`config.mk`:
```
export PLATFORM = sky130hd
export DESIGN_NAME = look_elevator_disk_scheduler_core_flat
export DESIGN_NICKNAME = d
export VERILOG_FILES = /design/src/rtl/leds_pkg.sv /design/src/rtl/leds_if.sv /design/src/rtl/leds_ram.sv /design/src/rtl/leds_ctrl.sv /design/src/rtl/leds_dp.sv /design/src/rtl/look_elevator_disk_scheduler_core.sv /design/src/flat_wrapper.sv
export SDC_FILE = /design/constraint.sdc
export NUM_CORES = 1
export LEC_CHECK = 0
export ABC_AREA = 1
export BUFFER_PORTS_ARGS = -buffer_cell sky130_fd_sc_hd__buf_2
export CAP_MARGIN = 20
export CORE_MARGIN = 5
export CORE_UTILIZATION = 32
export DETAILED_ROUTE_END_ITERATION = 12
export MAX_ROUTING_LAYER = met4
export PLACE_DENSITY = 0.51
export RECOVER_POWER = 25
export SYNTH_ARGS = -nofsm -noshare
export SYNTH_HDL_FRONTEND = slang
export SYNTH_SLANG_ARGS = --single-unit
```
`constraint.sdc`:
```
create_clock -name clk -period 4.7 [get_ports clk]
set_input_delay 0.235 -clock clk [delete_from_list [all_inputs] [get_ports clk]]
set_output_delay 0.235 -clock clk [all_outputs]
set_load 0.02 [all_outputs]
```
`src/rtl/leds_pkg.sv`:
```
// Shared types and constants for the LOOK elevator disk scheduler.
// No dependencies; imported by every other file of the block but leds_ram.
`timescale 1ns / 1ps

package leds_pkg;

  localparam int unsigned SEEK_W    = 14;
  localparam int unsigned SEEK_MAX  = 16383;
  localparam int unsigned CFG_IDX_W = 1;

  localparam logic [CFG_IDX_W-1:0] REG_START_POSITION = 1'd0;
  localparam logic [CFG_IDX_W-1:0] REG_START_UPWARD   = 1'd1;

  typedef enum logic [2:0] {
    ST_IDLE,
    ST_SCAN,
    ST_DRAIN,
    ST_DECIDE,
    ST_EMIT
  } state_t;

  // controller -> datapath
  typedef struct packed {
    logic accept;     // input word taken
    logic start;      // batch end word taken, begin scheduling
    logic scan;       // issue one pending-table read
    logic serve;      // commit best candidate to the output register
    logic flip;       // reverse sweep direction and rescan
    logic next_scan;  // output word taken, more to serve
    logic clear;      // batch done, drop all entries
  } cmd_t;

  // datapath -> controller
  typedef struct packed {
    logic in_last;
    logic scan_end;
    logic found;
    logic flipped;
    logic out_last;
  } sts_t;

endpackage

```
`src/rtl/leds_if.sv`:
```
// Valid/ready channel interfaces for request words and result words.
// Depends on leds_pkg.
`timescale 1ns / 1ps

interface leds_req_if #(
  parameter int unsigned TRACK_BITS = 10
);
  logic                  valid;
  logic                  ready;
  logic [TRACK_BITS-1:0] request_track;
  logic                  batch_end;

  modport source (output valid, request_track, batch_end, input ready);
  modport sink   (input valid, request_track, batch_end, output ready);
endinterface

interface leds_res_if #(
  parameter int unsigned TRACK_BITS = 10
);
  import leds_pkg::*;
  logic                  valid;
  logic                  ready;
  logic [TRACK_BITS-1:0] served_track;
  logic [TRACK_BITS-1:0] distance_moved;
  logic [SEEK_W-1:0]     seek_total;
  logic                  run_last;

  modport source (output valid, served_track, distance_moved, seek_total, run_last,
                  input ready);
  modport sink   (input valid, served_track, distance_moved, seek_total, run_last,
                  output ready);
endinterface

```
`src/rtl/leds_ram.sv`:
```
// Generic single-write, single-read RAM with registered read data.
// No dependencies.
`timescale 1ns / 1ps

module leds_ram #(
  parameter int unsigned WIDTH = 10,
  parameter int unsigned DEPTH = 16
) (
  input  logic                     clk,
  input  logic                     we,
  input  logic [$clog2(DEPTH)-1:0] waddr,
  input  logic [WIDTH-1:0]         wdata,
  input  logic [$clog2(DEPTH)-1:0] raddr,
  output logic [WIDTH-1:0]         rdata
);

  logic [WIDTH-1:0] mem [DEPTH];

  always_ff @(posedge clk) begin
    if (we) begin
      mem[waddr] <= wdata;
    end
    rdata <= mem[raddr];
  end

endmodule

```
`src/rtl/leds_ctrl.sv`:
```
// Sequencing state machine: load, scan, decide, emit.
// Depends on leds_pkg; drives the datapath through cmd_t, reads sts_t.
`timescale 1ns / 1ps

module leds_ctrl (
  input  logic           clk,
  input  logic           rst,
  input  logic           in_valid,
  output logic           in_ready,
  output logic           out_valid,
  input  logic           out_ready,
  input  leds_pkg::sts_t sts,
  output leds_pkg::cmd_t cmd
);
  import leds_pkg::*;

  state_t state, state_next;

  always_ff @(posedge clk) begin
    if (rst) begin
      state <= ST_IDLE;
    end else begin
      state <= state_next;
    end
  end

  always_comb begin
    state_next = state;
    unique case (state)
      ST_IDLE: begin
        if (in_valid && sts.in_last) state_next = ST_SCAN;
      end
      ST_SCAN: begin
        if (sts.scan_end) state_next = ST_DRAIN;
      end
      ST_DRAIN: begin
        state_next = ST_DECIDE;
      end
      ST_DECIDE: begin
        if (sts.found) state_next = ST_EMIT;
        else if (!sts.flipped) state_next = ST_SCAN;
        else state_next = ST_IDLE;
      end
      ST_EMIT: begin
        if (out_ready) state_next = sts.out_last ? ST_IDLE : ST_SCAN;
      end
      default: state_next = ST_IDLE;
    endcase
  end

  always_comb begin
    in_ready  = (state == ST_IDLE);
    out_valid = (state == ST_EMIT);
    cmd.accept    = (state == ST_IDLE) && in_valid;
    cmd.start     = (state == ST_IDLE) && in_valid && sts.in_last;
    cmd.scan      = (state == ST_SCAN);
    cmd.serve     = (state == ST_DECIDE) && sts.found;
    cmd.flip      = (state == ST_DECIDE) && !sts.found && !sts.flipped;
    cmd.next_scan = (state == ST_EMIT) && out_ready && !sts.out_last;
    cmd.clear     = ((state == ST_EMIT) && out_ready && sts.out_last) ||
                    ((state == ST_DECIDE) && !sts.found && sts.flipped);
  end

endmodule

```
`src/rtl/leds_dp.sv`:
```
// Datapath: config registers, pending table, valid bits, scan compare,
// head/seek arithmetic and output register. Depends on leds_pkg, leds_ram.
`timescale 1ns / 1ps

module leds_dp #(
  parameter int unsigned MAX_REQUESTS = 16,
  parameter int unsigned TRACK_BITS   = 10
) (
  input  logic                            clk,
  input  logic                            rst,
  input  logic                            cfg_we,
  input  logic [leds_pkg::CFG_IDX_W-1:0]  cfg_index,
  input  logic [TRACK_BITS-1:0]           cfg_data,
  input  logic [TRACK_BITS-1:0]           request_track,
  input  logic                            batch_end,
  input  leds_pkg::cmd_t                  cmd,
  output leds_pkg::sts_t                  sts,
  output logic [TRACK_BITS-1:0]           served_track,
  output logic [TRACK_BITS-1:0]           distance_moved,
  output logic [leds_pkg::SEEK_W-1:0]     seek_total,
  output logic                            run_last
);
  import leds_pkg::*;

  localparam int unsigned IDX_W = $clog2(MAX_REQUESTS);
  localparam int unsigned CNT_W = $clog2(MAX_REQUESTS + 1);
  localparam int unsigned SUM_W = ((TRACK_BITS > SEEK_W) ? TRACK_BITS : SEEK_W) + 1;

  logic [TRACK_BITS-1:0]   start_position;
  logic                    start_upward;
  logic [CNT_W-1:0]        loaded_count, loaded_count_next;
  logic [MAX_REQUESTS-1:0] pending_valid;
  logic [TRACK_BITS-1:0]   head_position;
  logic                    moving_up;
  logic [SEEK_W-1:0]       seek_acc, seek_next;
  logic [CNT_W-1:0]        remaining;
  logic [IDX_W-1:0]        scan_idx;
  logic                    cmp_en;
  logic [IDX_W-1:0]        cmp_idx;
  logic                    found;
  logic                    flipped;
  logic [TRACK_BITS-1:0]   best_track;
  logic [IDX_W-1:0]        best_idx;
  logic [TRACK_BITS-1:0]   rd_track;
  logic                    store;
  logic                    better;
  logic                    scan_begin;
  logic [TRACK_BITS-1:0]   step_dist;
  logic [SUM_W-1:0]        seek_sum;

  assign store = cmd.accept && (loaded_count < CNT_W'(MAX_REQUESTS));
  assign loaded_count_next = store ? loaded_count + CNT_W'(1) : loaded_count;
  assign scan_begin = cmd.start || cmd.flip || cmd.next_scan;

  leds_ram #(.WIDTH(TRACK_BITS), .DEPTH(MAX_REQUESTS)) u_pending (
    .clk   (clk),
    .we    (store),
    .waddr (loaded_count[IDX_W-1:0]),
    .wdata (request_track),
    .raddr (scan_idx),
    .rdata (rd_track)
  );

  always_comb begin
    if (moving_up) begin
      better = (rd_track >= head_position) && (!found || (rd_track < best_track));
    end else begin
      better = (rd_track <= head_position) && (!found || (rd_track > best_track));
    end
    better = better && cmp_en && pending_valid[cmp_idx];

    step_dist = (best_track >= head_position) ? best_track - head_position
                                              : head_position - best_track;
    seek_sum = SUM_W'(seek_acc) + SUM_W'(step_dist);
    seek_next = (seek_sum > SUM_W'(SEEK_MAX)) ? SEEK_W'(SEEK_MAX) : seek_sum[SEEK_W-1:0];
  end

  always_comb begin
    sts.in_last  = batch_end;
    sts.scan_end = (CNT_W'(scan_idx) == loaded_count - CNT_W'(1));
    sts.found    = found;
    sts.flipped  = flipped;
    sts.out_last = run_last;
  end

  always_ff @(posedge clk) begin
    if (rst) begin
      start_position <= TRACK_BITS'(50);
      start_upward   <= 1'b1;
      loaded_count   <= '0;
      pending_valid  <= '0;
      scan_idx       <= '0;
      cmp_en         <= 1'b0;
      found          <= 1'b0;
      flipped        <= 1'b0;
    end else begin
      if (cfg_we) begin
        unique case (cfg_index)
          REG_START_POSITION: start_position <= cfg_data;
          REG_START_UPWARD:   start_upward   <= cfg_data[0];
          default: ;
        endcase
      end
      cmp_en <= cmd.scan;
      if (store) begin
        pending_valid[loaded_count[IDX_W-1:0]] <= 1'b1;
      end
      if (scan_begin) begin
        scan_idx <= '0;
        found    <= 1'b0;
        flipped  <= cmd.flip;
      end else if (cmd.scan) begin
        scan_idx <= scan_idx + IDX_W'(1);
      end
      if (better) begin
        found <= 1'b1;
      end
      if (cmd.serve) begin
        pending_valid[best_idx] <= 1'b0;
      end
      if (cmd.clear) begin
        pending_valid <= '0;
        loaded_count  <= '0;
      end else begin
        loaded_count  <= loaded_count_next;
      end
    end
  end

  always_ff @(posedge clk) begin
    cmp_idx <= scan_idx;
    if (better) begin
      best_track <= rd_track;
      best_idx   <= cmp_idx;
    end
    if (cmd.start) begin
      head_position <= start_position;
      moving_up     <= start_upward;
      seek_acc      <= '0;
      remaining     <= loaded_count_next;
    end
    if (cmd.flip) begin
      moving_up <= !moving_up;
    end
    if (cmd.serve) begin
      head_position  <= best_track;
      seek_acc       <= seek_next;
      remaining      <= remaining - CNT_W'(1);
      served_track   <= best_track;
      distance_moved <= step_dist;
      seek_total     <= seek_next;
      run_last       <= (remaining == CNT_W'(1));
    end
  end

endmodule

```
`src/rtl/look_elevator_disk_scheduler_core.sv`:
```
// Top level of the LOOK elevator disk scheduler: controller plus datapath.
// Depends on leds_pkg, leds_if, leds_ram, leds_ctrl, leds_dp.
//
//   channel | dir | fields                                         | handshake
//   req     | in  | request_track, batch_end                       | valid/ready
//   res     | out | served_track, distance_moved, seek_total, run_last | valid/ready
//   cfg     | in  | cfg_index, cfg_data                            | cfg_we only
//
// Request words are taken only while the controller is idle. After the batch_end
// word, each result needs one sweep of the pending table through its single
// read port, a second sweep when the direction reverses, and a wait in the
// output register until it is taken. No request is taken while a batch is
// being served. rst is synchronous; config resets to 50 / upward.
`timescale 1ns / 1ps

module look_elevator_disk_scheduler_core #(
  parameter int unsigned MAX_REQUESTS = 16,
  parameter int unsigned TRACK_BITS   = 10
) (
  input  logic                           clk,
  input  logic                           rst,
  input  logic                           cfg_we,
  input  logic [leds_pkg::CFG_IDX_W-1:0] cfg_index,
  input  logic [TRACK_BITS-1:0]          cfg_data,
  leds_req_if.sink                       req,
  leds_res_if.source                     res
);
  import leds_pkg::*;

  cmd_t cmd;
  sts_t sts;

  leds_ctrl u_ctrl (
    .clk       (clk),
    .rst       (rst),
    .in_valid  (req.valid),
    .in_ready  (req.ready),
    .out_valid (res.valid),
    .out_ready (res.ready),
    .sts       (sts),
    .cmd       (cmd)
  );

  leds_dp #(.MAX_REQUESTS(MAX_REQUESTS), .TRACK_BITS(TRACK_BITS)) u_dp (
    .clk            (clk),
    .rst            (rst),
    .cfg_we         (cfg_we),
    .cfg_index      (cfg_index),
    .cfg_data       (cfg_data),
    .request_track  (req.request_track),
    .batch_end      (req.batch_end),
    .cmd            (cmd),
    .sts            (sts),
    .served_track   (res.served_track),
    .distance_moved (res.distance_moved),
    .seek_total     (res.seek_total),
    .run_last       (res.run_last)
  );

  a_no_load_while_emit: assert property (@(posedge clk) disable iff (rst)
    res.valid |-> !req.ready)
    else $error("request ready while a result word is pending");

  a_idle_after_run: assert property (@(posedge clk) disable iff (rst)
    (res.valid && res.ready && res.run_last) |=> req.ready)
    else $error("not idle after final result word");

  a_busy_after_batch_end: assert property (@(posedge clk) disable iff (rst)
    (req.valid && req.ready && req.batch_end) |=> !req.ready)
    else $error("request ready right after batch end word");

endmodule

```
`src/flat_wrapper.sv`:
```
// flat-port wrapper written by rule: the top's interface ports become plain ports
module look_elevator_disk_scheduler_core_flat import leds_pkg::*;
#(
  parameter int unsigned MAX_REQUESTS = 16,
  parameter int unsigned TRACK_BITS   = 10
)
  (clk, rst, cfg_we, cfg_index, cfg_data, req_valid, req_request_track, req_batch_end, req_ready, res_valid, res_served_track, res_distance_moved, res_seek_total, res_run_last, res_ready);
  leds_req_if #(.TRACK_BITS(TRACK_BITS)) req_i ();
  leds_res_if #(.TRACK_BITS(TRACK_BITS)) res_i ();
  input  logic clk;
  input  logic rst;
  input  logic cfg_we;
  input  logic [leds_pkg::CFG_IDX_W-1:0] cfg_index;
  input  logic [TRACK_BITS-1:0] cfg_data;
  input wire logic [$bits(req_i.valid)-1:0] req_valid;
  input wire logic [$bits(req_i.request_track)-1:0] req_request_track;
  input wire logic [$bits(req_i.batch_end)-1:0] req_batch_end;
  output wire logic [$bits(req_i.ready)-1:0] req_ready;
  output wire logic [$bits(res_i.valid)-1:0] res_valid;
  output wire logic [$bits(res_i.served_track)-1:0] res_served_track;
  output wire logic [$bits(res_i.distance_moved)-1:0] res_distance_moved;
  output wire logic [$bits(res_i.seek_total)-1:0] res_seek_total;
  output wire logic [$bits(res_i.run_last)-1:0] res_run_last;
  input wire logic [$bits(res_i.ready)-1:0] res_ready;
  assign req_i.valid = req_valid;
  assign req_i.request_track = req_request_track;
  assign req_i.batch_end = req_batch_end;
  assign req_ready = req_i.ready;
  assign res_valid = res_i.valid;
  assign res_served_track = res_i.served_track;
  assign res_distance_moved = res_i.distance_moved;
  assign res_seek_total = res_i.seek_total;
  assign res_run_last = res_i.run_last;
  assign res_i.ready = res_ready;
  look_elevator_disk_scheduler_core #(.MAX_REQUESTS(MAX_REQUESTS), .TRACK_BITS(TRACK_BITS)) u_core (.clk(clk), .rst(rst), .cfg_we(cfg_we), .cfg_index(cfg_index), .cfg_data(cfg_data), .req(req_i), .res(res_i));
endmodule
```
==> metrics.cfg <==
[run_status]
status=complete, no violations

[timing]
period_minus_slack_ps=3910
rsz0062_at_grt=no
max_freq_mhz=256
finalSetupViolations=0
period_share_pct=83.1
maxSlewViolCount=0
worstMarginPinSlew_ps=990
finalHoldViolCount=0
skew_ps=16.7
slew_headroom_pct=33.9
final.setup.tns_ps=0

[worst_setup_path]
crit_fanout=16
path_class=reg2reg
cp_slowest_stage_delay_ps=450
cpMostUsedCell=nand2_1
cp-end-kind=register
cp.arrival_ps=4210
cp.required_ps=5000
critical_path.slowest_cell=edfxtp_1
cp-start-kind=register
path_cells=inv_1, ha_1, inv_1, fa_1, nand4_1, nand3_2, nor2_4, inv_2, a21boi_0, ha_1, nand2_1, nand3_2, nand3_1, nand2_1, nand2_1, o21ai_2, inv_2, o21ai_0, nand2_1, inv_1

[floorplanning]
die_area_mm2=0.0470
initial_core_util_pct=32.5
core_area_mm2=0.0421
num_rows=75
ios=64
die_h_um=217
die_x_um=217

[final_layout]
layout.nets=1434
mostFrequentLayoutCells=239 x edfxtp_1, 198 x nand2_1, 130 x nor2_1, 116 x inv_1, 93 x o21ai_0
n_antenna_cell=0
syn_to_final_growth_pct=16.8
design_area_mm2=0.0160
mostFrequentLayoutCell=edfxtp_1
n_fill_cell=4089
regArea_mm2=0.00830
drive_gt1_share_pct=13.3
fin_util_pct=38.0
multi_input_area_mm2=0.00468

[clocking]
cts_setup_buffers=0
cts_tree=done
cts.path.max_buffers=3
clk_latency_ps=560
cts_resized=0
path_clk_slew_ps=60
numCtsBuffers=37
cts.root.buffer_cell=clkbuf_16
cts.sinks=295
cts_max_level=2

[grt]
first_global_vias=9165
grt-ovfl-total=0
grt_pass1_wl_mm=52.9
grt_antenna_before_repair=1
gr-usage-all-layers_pct=14.9
grt_start_max_net_pins=86

[drt]
dr_total_vias=9296
dr.pass1.iters=7
drc_errors=0
antenna_left=0
vias_per_cell=4.86
wire_per_inst_um=18.0
wirelength_mm=34.5
first_iter_violations=563

[yosys]
syn_nets=1346
synth_cell_type_count=47
ys_ff_latch=295
synthCells=1257
synth.avg_cell_area_um2=10.9
yosysSeqAreaShare_pct=60.6
synth-edff-count=239
synth-async-reset-ratio_pct=0
syn-cell-area_mm2=0.0137
synthFlopType=edfxtp_1
yosys_warnings=0

[hold_path]
hold_class=in2reg

[power]
p_leak_nw=6.12
max-vdd-ir-drop_mv=0.246
fin_total_pwr_mw=6.79
powerDensity_mw_per_mm2=425

[place]
numPortBuffers=63
gp_congestion=0.923
placed_area_mm2=0.0146
dp_hpwl_mm=22.4

[job]
maxCapViolCount=0

==> metrics by stage <==
step / hold WS (ps) / instances / setup WS, ps
2_1_floorplan: 304 / 1257 / 1360
3_3_place_gp: 434 / 1830 / 941
3_5_place_dp: 435 / 1830 / 756
4_1_cts: 28.4 / 1913 / 739
5_1_grt: 76.4 / 1913 / 421
6_report: 82.9 / 1913 / 793
==> final timing paths <==
check | startpoint | endpoint | slack (ps) | depth (start not counted)
max | u_core.u_dp.best_track[0]$_DFFE_PP_ | u_core.u_dp.seek_acc[2]$_SDFFCE_PN0P_ | 790 | 20
min | req_request_track[1] | u_core.u_dp.u_pending.mem[15][1]$_DFFE_PP_ | 80 | 1
max reg2reg | u_core.u_dp.best_track[0]$_DFFE_PP_ | u_core.u_dp.seek_acc[2]$_SDFFCE_PN0P_ | 790 | 20
min reg2reg | u_core.u_dp.u_pending.rdata[0]$_DFF_P_ | u_core.u_dp.best_track[0]$_DFFE_PP_ | 450 | 0
==> cells in the mapped netlist (8+ instances only) <==
master / count / area, µm²
xnor2_1: 12 / 105
a31oi_1: 11 / 68.8
inv_2: 12 / 45.0
nand3_1: 61 / 305
mux2i_1: 32 / 320
o221ai_1: 31 / 272
edfxtp_1: 239 / 7180
o21ai_0: 93 / 465
nor2_1: 137 / 514
xor2_1: 19 / 166
a21oi_1: 34 / 170
clkbuf_1: 25 / 93.8
a21oi_2: 8 / 70.1
inv_1: 117 / 439
buf_2: 13 / 65.1
dfxtp_1: 56 / 1120
ha_1: 59 / 738
nand4_1: 8 / 50.1
nor3_1: 10 / 50.1
nand2_1: 198 / 743
==> state kept, by name (all words and copies together), names as in the netlist, 3 cells and up <==
name and flops:
u_core.u_dp.best_idx 4, u_core.u_dp.scan_idx 4, u_core.u_dp.seek_total 14, u_core.u_dp.served_track 10, u_core.u_dp.distance_moved 10, u_core.u_dp.loaded_count 5
u_core.u_dp.best_track 10, u_core.u_ctrl.state 3, u_core.u_dp.seek_acc 14, u_core.u_dp.start_position 10, u_core.u_dp.u_pending.rdata 10, u_core.u_dp.head_position 10
u_core.u_dp.cmp_idx 4, u_core.u_dp.u_pending.mem 160, u_core.u_dp.remaining 5, u_core.u_dp.pending_valid 16
==> worst max-delay path, delay by kind of cell, from the launching register on <==
kind / cells / cell delay (ps)
AO/OA/AOI/OAI: 3 / 620
adder cells (fa/ha/maj): 3 / 930
buffers and inverters: 5 / 630
flip-flops: 1 / 450
AND/OR/NAND/NOR: 9 / 1000
==> what timing repair did <==
item / in CTS / in global routing
setup endpoints to repair: 0 / 0
hold endpoints to repair: 15 / 0
hold buffers: 15 / 0
==> cell families (layout without fill, tap and decap cells) <==
group           after synthesis  after routing  share of synthesized area (%)
fa+ha+maj                    62             62                           5.83
simple gates                444            444                           14.0
xor+xnor                     31             31                           1.98
buf+inv                     177            294                           5.35
compound gates              216            216                           9.87
flops                       295            295                           60.6
mux                          32             32                           2.34
==> area by class of cell <==
type / count / share of cell area, %
Sequential cell: 295 / 51.9
Multi-Input combinational cell: 785 / 29.3
Clock inverter: 20 / 1.67
Inverter: 131 / 3.07
Tap cell: 539 / 4.22
Clock buffer: 48 / 6.24
Timing Repair Buffer: 95 / 3.64
==> per-layer routing <==
metal  share of wire (%)  GRT usage (%)  vias to the layer above  wire (µm)
li1                    -              -                     4566          -
met1                  45           18.7                     4456      15400
met2                  48           24.4                      210      16500
met3                 4.9           3.11                       64       1680
met4                 2.7           4.44                        0        932
met5                   0              -                        -          0
==> power by group <==
group	switching [mW]	leakage, nW	internal [mW]
clock	1.13	0.614	1.79
combinational	0.561	2.89	0.295
sequential	0.0785	2.63	2.94
total	1.77	6.12	5.02
(Power assumes the default switching activity.)
